**config.mk**
```make
export PLATFORM = sky130hd
export DESIGN_NAME = prefix_code_table_decoder_top
export DESIGN_NICKNAME = d
export VERILOG_FILES = /design/src/rtl/pcd_pkg.sv /design/src/rtl/pcd_ram.sv /design/src/rtl/pcd_seq.sv /design/src/rtl/prefix_code_table_decoder_top.sv
export SDC_FILE = /design/constraint.sdc
export NUM_CORES = 2
export LEC_CHECK = 0
export ABC_AREA = 1
export BUFFER_PORTS_ARGS = -buffer_cell sky130_fd_sc_hd__buf_2
export CAP_MARGIN = 20
export CORE_ASPECT_RATIO = 1.4
export CORE_MARGIN = 1
export CORE_UTILIZATION = 63
export DETAILED_ROUTE_END_ITERATION = 12
export PLACE_DENSITY_LB_ADDON = 0.25
export SYNTH_ARGS = -nofsm -noshare
export SYNTH_HDL_FRONTEND = slang
export SYNTH_HIERARCHICAL = 1
export SYNTH_SLANG_ARGS = --single-unit
```
**constraint.sdc**
```tcl
create_clock -name clk -period 4.4 [get_ports clk]
set_input_delay 0.66 -clock clk [delete_from_list [all_inputs] [get_ports clk]]
set_output_delay 0.66 -clock clk [all_outputs]
set_load 0.01 [all_outputs]
```
**src/rtl/pcd_pkg.sv**
```systemverilog
package pcd_pkg;

  // input item modes
  localparam logic MODE_LOAD   = 1'b0;
  localparam logic MODE_DECODE = 1'b1;

  // result status codes
  localparam logic [1:0] STATUS_OK       = 2'd0;
  localparam logic [1:0] STATUS_OVERFLOW = 2'd1;
  localparam logic [1:0] STATUS_FULL     = 2'd2;

  // widths of the mask used when comparing codewords
  localparam int unsigned CMP_W = 16;

  typedef struct packed {
    logic       mode;
    logic [7:0] entry_symbol;
    logic [7:0] entry_code;
    logic [3:0] entry_length;
    logic       coded_bit;
  } in_item_t;

  typedef struct packed {
    logic [7:0] decoded_symbol;
    logic [1:0] status;
  } out_item_t;

  // one stored table entry
  typedef struct packed {
    logic [7:0] symbol;
    logic [7:0] code;
    logic [3:0] length;
  } table_entry_t;

endpackage

```
**src/rtl/pcd_ram.sv**
```systemverilog
module pcd_ram #(
  parameter int unsigned WIDTH = 8,
  parameter int unsigned DEPTH = 16,
  parameter int unsigned AW    = (DEPTH > 1) ? $clog2(DEPTH) : 1
) (
  input  logic             clk,
  input  logic             we,
  input  logic [AW-1:0]    waddr,
  input  logic [WIDTH-1:0] wdata,
  input  logic [AW-1:0]    raddr,
  output logic [WIDTH-1:0] rdata
);

  logic [WIDTH-1:0] mem_r [DEPTH];
  logic [WIDTH-1:0] rdata_r;

  // write port and registered read port
  always_ff @(posedge clk) begin
    if (we) begin
      mem_r[waddr] <= wdata;
    end
    rdata_r <= mem_r[raddr];
  end

  assign rdata = rdata_r;

endmodule

```
**src/rtl/pcd_seq.sv**
```systemverilog
module pcd_seq
  import pcd_pkg::*;
#(
  parameter int unsigned TABLE_DEPTH  = 128,
  parameter int unsigned MAX_CODE_LEN = 8,
  parameter int unsigned AW = (TABLE_DEPTH > 1) ? $clog2(TABLE_DEPTH) : 1
) (
  input  logic         clk,
  input  logic         rst_n,
  input  logic         in_valid,
  output logic         in_stall,
  input  in_item_t     in_item,
  output logic         res_vld,
  output out_item_t    res_item,
  input  logic         res_take,
  output logic         ram_we,
  output logic [AW-1:0] ram_waddr,
  output table_entry_t ram_wdata,
  output logic [AW-1:0] ram_raddr,
  input  table_entry_t ram_rdata
);

  localparam int unsigned CW = $clog2(TABLE_DEPTH + 1);
  localparam int unsigned LW = $clog2(MAX_CODE_LEN + 1);
  localparam int unsigned MW = MAX_CODE_LEN;

  localparam logic [1:0] ST_IDLE   = 2'd0;
  localparam logic [1:0] ST_SCAN   = 2'd1;
  localparam logic [1:0] ST_RESULT = 2'd2;

  logic [1:0]    state_r, state_nxt;
  logic [CW-1:0] count_r, count_nxt;
  logic [MW-1:0] pbits_r, pbits_nxt;
  logic [LW-1:0] plen_r, plen_nxt;
  logic [AW-1:0] raddr_r, raddr_nxt;
  out_item_t     res_r, res_nxt;

  logic             accept;
  logic [CMP_W-1:0] len_mask;
  logic [CMP_W-1:0] code_cmp;
  logic [CMP_W-1:0] pend_cmp;
  logic             hit;
  logic             last;

  assign in_stall = (state_r != ST_IDLE);
  assign accept   = in_valid && !in_stall;

  // compare the entry on the read port with the pending buffer
  assign len_mask = (CMP_W'(1) << ram_rdata.length) - CMP_W'(1);
  assign code_cmp = CMP_W'(ram_rdata.code) & len_mask;
  assign pend_cmp = CMP_W'(pbits_r);
  assign hit      = (ram_rdata.length != 4'd0)
                 && (5'(ram_rdata.length) == 5'(plen_r))
                 && (code_cmp == pend_cmp);
  assign last     = (CW'(raddr_r) + CW'(1)) == count_r;

  // table write port: loads land at the fill count
  assign ram_waddr = count_r[AW-1:0];
  assign ram_wdata = '{symbol: in_item.entry_symbol,
                       code:   in_item.entry_code,
                       length: in_item.entry_length};

  // read address runs one entry ahead of the compare
  assign ram_raddr = (state_r == ST_SCAN) ? (raddr_r + AW'(1)) : '0;

  assign res_vld  = (state_r == ST_RESULT);
  assign res_item = res_r;

  // sequencer
  always_comb begin
    state_nxt = state_r;
    count_nxt = count_r;
    pbits_nxt = pbits_r;
    plen_nxt  = plen_r;
    raddr_nxt = raddr_r;
    res_nxt   = res_r;
    ram_we    = 1'b0;
    unique case (state_r)
      ST_IDLE: begin
        if (accept) begin
          raddr_nxt = '0;
          if (in_item.mode == MODE_LOAD) begin
            if (count_r == CW'(TABLE_DEPTH)) begin
              res_nxt   = '{decoded_symbol: 8'd0, status: STATUS_FULL};
              state_nxt = ST_RESULT;
            end else begin
              ram_we    = 1'b1;
              count_nxt = count_r + CW'(1);
            end
          end else if (plen_r == LW'(MAX_CODE_LEN)) begin
            pbits_nxt = '0;
            plen_nxt  = '0;
            res_nxt   = '{decoded_symbol: 8'd0, status: STATUS_OVERFLOW};
            state_nxt = ST_RESULT;
          end else begin
            pbits_nxt = (pbits_r << 1) | MW'(in_item.coded_bit);
            plen_nxt  = plen_r + LW'(1);
            if (count_r != '0) begin
              state_nxt = ST_SCAN;
            end
          end
        end
      end
      ST_SCAN: begin
        if (hit) begin
          pbits_nxt = '0;
          plen_nxt  = '0;
          res_nxt   = '{decoded_symbol: ram_rdata.symbol, status: STATUS_OK};
          state_nxt = ST_RESULT;
        end else if (last) begin
          state_nxt = ST_IDLE;
        end else begin
          raddr_nxt = raddr_r + AW'(1);
        end
      end
      ST_RESULT: begin
        if (res_take) begin
          state_nxt = ST_IDLE;
        end
      end
      default: begin
        state_nxt = ST_IDLE;
      end
    endcase
  end

  // control state
  always_ff @(posedge clk) begin
    if (!rst_n) begin
      state_r <= ST_IDLE;
      count_r <= '0;
      pbits_r <= '0;
      plen_r  <= '0;
    end else begin
      state_r <= state_nxt;
      count_r <= count_nxt;
      pbits_r <= pbits_nxt;
      plen_r  <= plen_nxt;
    end
  end

  // scan index and held result
  always_ff @(posedge clk) begin
    raddr_r <= raddr_nxt;
    res_r   <= res_nxt;
  end

endmodule

```
**src/rtl/prefix_code_table_decoder_top.sv**
```systemverilog
// Prefix code table decoder. Load items (mode 0) append a symbol and its
// codeword to a table held in a single-port-read RAM; a load into a full
// table is dropped and answered with status 2. Decode items (mode 1) shift
// one bit into a pending buffer and then walk the loaded entries in load
// order, one RAM read per cycle, until the first entry of equal length and
// bits is found; that entry's symbol is returned with status 0 and the
// buffer is cleared. A bit arriving on a full buffer clears it and returns
// status 1. A load into a table with room does not stall the input; the input
// is stalled while a decode walks the table and while a result waits to be
// handed to the output register. The table walk through the RAM read port
// sets the decode rate. The table contents are not cleared at reset; only
// entries already loaded are read.
module prefix_code_table_decoder_top
  import pcd_pkg::*;
#(
  parameter int unsigned TABLE_DEPTH  = 128,
  parameter int unsigned MAX_CODE_LEN = 8
) (
  input  logic      clk,
  input  logic      rst_n,
  input  logic      in_valid,
  output logic      in_stall,
  input  in_item_t  in_item,
  output logic      out_valid,
  input  logic      out_stall,
  output out_item_t out_item
);

  localparam int unsigned AW = (TABLE_DEPTH > 1) ? $clog2(TABLE_DEPTH) : 1;

  logic         ram_we;
  logic [AW-1:0] ram_waddr;
  logic [AW-1:0] ram_raddr;
  table_entry_t ram_wdata;
  table_entry_t ram_rdata;
  logic [$bits(table_entry_t)-1:0] ram_rdata_raw;

  logic      res_vld;
  logic      res_take;
  out_item_t res_item;

  logic      out_valid_r, out_valid_nxt;
  out_item_t out_item_r;

  // codeword table
  pcd_ram #(
    .WIDTH ($bits(table_entry_t)),
    .DEPTH (TABLE_DEPTH),
    .AW    (AW)
  ) u_table (
    .clk   (clk),
    .we    (ram_we),
    .waddr (ram_waddr),
    .wdata (ram_wdata),
    .raddr (ram_raddr),
    .rdata (ram_rdata_raw)
  );

  assign ram_rdata = table_entry_t'(ram_rdata_raw);

  // load and decode sequencer
  pcd_seq #(
    .TABLE_DEPTH  (TABLE_DEPTH),
    .MAX_CODE_LEN (MAX_CODE_LEN),
    .AW           (AW)
  ) u_seq (
    .clk       (clk),
    .rst_n     (rst_n),
    .in_valid  (in_valid),
    .in_stall  (in_stall),
    .in_item   (in_item),
    .res_vld   (res_vld),
    .res_item  (res_item),
    .res_take  (res_take),
    .ram_we    (ram_we),
    .ram_waddr (ram_waddr),
    .ram_wdata (ram_wdata),
    .ram_raddr (ram_raddr),
    .ram_rdata (ram_rdata)
  );

  // output register takes a result when empty or when its transfer completes
  assign res_take = !out_valid_r || !out_stall;

  always_comb begin
    out_valid_nxt = out_valid_r;
    if (res_take) begin
      out_valid_nxt = res_vld;
    end
  end

  always_ff @(posedge clk) begin
    if (!rst_n) begin
      out_valid_r <= 1'b0;
    end else begin
      out_valid_r <= out_valid_nxt;
    end
  end

  always_ff @(posedge clk) begin
    if (res_take && res_vld) begin
      out_item_r <= res_item;
    end
  end

  assign out_valid = out_valid_r;
  assign out_item  = out_item_r;

endmodule

```
==> flow_metrics.env <==
export IMPL_cts_max_level=4
export IMPL_io_buffers=37
export IMPL_power_leakage_nw=40.5
export IMPL_cp_required_ps=4930
export IMPL_synth_edf_count=2587
export IMPL_path_clk_slew_ps=70
export IMPL_synth_largest_area_cell="edfxtp_1"
export IMPL_placed_cells=10800
export IMPL_cpMaxStageDelayCell="dfxtp_1"
export IMPL_core_area_sq_mm=0.167
export IMPL_grt_util_met3_pct=5.01
export IMPL_tns_ps=0
export IMPL_async_reset_ff_share_pct=0
export IMPL_synth_top_cell_area_share_pct=73.3
export IMPL_die_w_um=349
export IMPL_cp_slowest_stage_delay_ps=490
export IMPL_period_minus_slack_ps=3670
export IMPL_p_comb_share_pct=9.3
export IMPL_syn2layout_area_growth_pct=9.92
export IMPL_cp_max_fo=19
export IMPL_final_cell_mix="nand2_1, edfxtp_1, nand3_1"
export IMPL_hp_class="input pin to flop"
export IMPL_avgRoutedWirePerCell_um=25.9
export IMPL_worst_hold_slack_ps=54.8
export IMPL_drt_iter0_drc=9922
export IMPL_cts_inserted_buffers=225
export IMPL_clock_sinks=2630
export IMPL_core_rowCount=177
export IMPL_dieArea_sq_mm=0.170
export IMPL_synthesis_nets=8880
export IMPL_status="finished clean"
export IMPL_synthTopCellsByArea="edfxtp_1, nand3_1, nand2_1"
export IMPL_slew_viol_final=0
export IMPL_swShare_pct=24.0
export IMPL_final_util_pct=69.9
export IMPL_detail_route_vias_per_cell=6.35
export IMPL_finalCritPeriodShare_pct=83.5
export IMPL_powerDensity_mw_per_mm2=445
export IMPL_hold_viol=0
export IMPL_final_layout_size_suffix_gt1_share_pct=8.89
export IMPL_start_kind="flop"
export IMPL_fin_nets=8837
export IMPL_p_int_mw=39.3
export IMPL_tightest_slew_ps=1200
export IMPL_path_cells="inv_1 > ha_1 > nand3_1 > nor3_1 > nand3_1 > nand2_1 > inv_1 > nand2_1 > inv_1 > nand2_1 > buf_4 > nor2_2 > buf_4"
export IMPL_die_y_um=487
export IMPL_postCtsSetupBuffers=0
export IMPL_grt_max_degree=180
export IMPL_vias=71400
export IMPL_rsz0062_at_grt="no"
export IMPL_dr_pass1_iters=6
export IMPL_fmax_mhz=272
export IMPL_fillers=11300
export IMPL_mostFrequentLayoutCell="nand2_1"
export IMPL_overflow=0
export IMPL_yosysSeqAreaShare_pct=74.2
export IMPL_cts_resized=0
export IMPL_p_sw_mw=12.4
export IMPL_grt_pass1_wl_um=428000
export IMPL_gr_max_usage_layer="met2"
export IMPL_ir_drop_uv=408
export IMPL_drv_cap=0
export IMPL_synthCells=8848
export IMPL_place_area_sq_mm=0.109
export IMPL_hpwlAfterDp_um=163000
export IMPL_relSlewSlack_pct=20.3
export IMPL_initial_core_util_pct=63.6
export IMPL_crit_type="flop to flop"
export IMPL_gr_usage_all_layers_pct=34.3
export IMPL_ios=38
export IMPL_setup_viol=0
export IMPL_grtUsageMet1_pct=44.1
export IMPL_final_cell_count_no_fill=11200
export IMPL_synth_avg_cell_area_sq_um=12.0
export IMPL_grt_use_met2_pct=55.4
export IMPL_ys_types=35
export IMPL_worst_skew_pair_late_latency_ps=880
export IMPL_hold_buffers=0
export IMPL_seqPwrFrac_pct=53.6
export IMPL_clockBufferDepth=3
export IMPL_finalClockSkew_ps=32.6
export IMPL_synth_seq_cells=2630
export IMPL_cts_root_buf="clkbuf_16"
export IMPL_grt_pass1_vias=68100
export IMPL_finalWeightedCongestion=0.973
export IMPL_yosysWarnings=6
export IMPL_wl_um=291000
export IMPL_synth_area_sq_mm=0.106
export IMPL_arrival_ps=4210
export IMPL_final_cell_area_sq_mm=0.116
export IMPL_antenna_found_initial=3
export IMPL_cts_tree="built"
export IMPL_yosys_most_used_dff="edfxtp_1"
export IMPL_cp_end_kind="flop"
export IMPL_drc=0
export IMPL_antenna_left=0
export IMPL_p_clk_share_pct=37.1
-- per-layer routing --
layer  up-vias  wire [um]  part of all wire [%]
met5         -          0                     0
li1      31300          -                     -
met2      4437     141000                    49
met3       736      28600                   9.8
met1     34900     102000                    35
met4         0      19300                   6.6
-- synthesized netlist by cell type, types with 10 or more instances --
master and number:
a21oi_1 12, buf_1 68, buf_2 369, buf_4 30, clkbuf_1 136, dfxtp_1 43
edfxtp_1 2587, inv_1 72, inv_2 10, nand2_1 2703, nand3_1 2557, nor2_1 188
nor3_1 17
-- final timing paths --
kind                          from               endpoint  slack [ps]  cells after the start
hold / removal           out_stall              out_valid          50                      3
setup / recovery  u_seq/count_r[0]  u_table/mem_r[60][12]         730                     13
setup reg to reg  u_seq/count_r[0]  u_table/mem_r[60][12]         730                     13
hold reg to reg          out_valid              out_valid         490                      2
-- final cells by class --
| cell class | count | area [sq um] | share of cell area, % |
|---|---|---|---|
| diodes | 3 | 7.51 | 0.00645 |
| clock buffers | 289 | 5960 | 5.12 |
| clock inverters | 121 | 1060 | 0.909 |
| inverters | 83 | 339 | 0.291 |
| multi-input cells | 5531 | 24600 | 21.1 |
| flip-flops and latches | 2630 | 78500 | 67.5 |
| well taps | 2237 | 2800 | 2.40 |
| repair buffers | 334 | 3140 | 2.70 |
-- per-stage QoR --
step	power, mW	worst slack (ps)
after CTS	51.8	856
after global routing	53.1	533
final	51.8	725
after floorplan	31.2	1330
after global placement	32.9	924
after detailed placement	33.0	862
-- sequential cells by signal, indices dropped and copies added, names as in the netlist --
name / count
u_seq/state_r: 2
u_seq/plen_r: 4
u_seq/raddr_r: 7
u_table/rdata: 20
u_seq/count_r: 8
out_item: 10
u_table/mem_r: 2560
out_valid: 1
u_seq/pbits_r: 8
u_seq/res_item: 10
-- kinds of logic after synthesis --
logic type / synth area share [%]
DFF: 74.2
buffers and inverters: 2.99
AOI/OAI and AO/OA: 0.129
xor gates and xnor gates: 0.0496
and+or+nand+nor: 22.6
adders and majority gates: 0.0709
-- worst max-delay path: cells and delay by family (launching register included) --
kind	cells	cell delay [ps]
buffers and inverters	5	1340
adders and majority gates	1	220
and+or+nand+nor	7	1260
DFF	1	490
-- power by group through the flow --
stage | clock network, mW | registers, mW | logic (mW)
floorplan | 0 | 28.3 | 2.96
global placement | 0 | 28.3 | 4.56
detailed placement | 0 | 28.3 | 4.67
CTS | 19.3 | 27.8 | 4.69
global route | 20.2 | 27.8 | 5.12
finish | 19.2 | 27.8 | 4.80
Note: power is estimated with default switching activity, not from simulation.
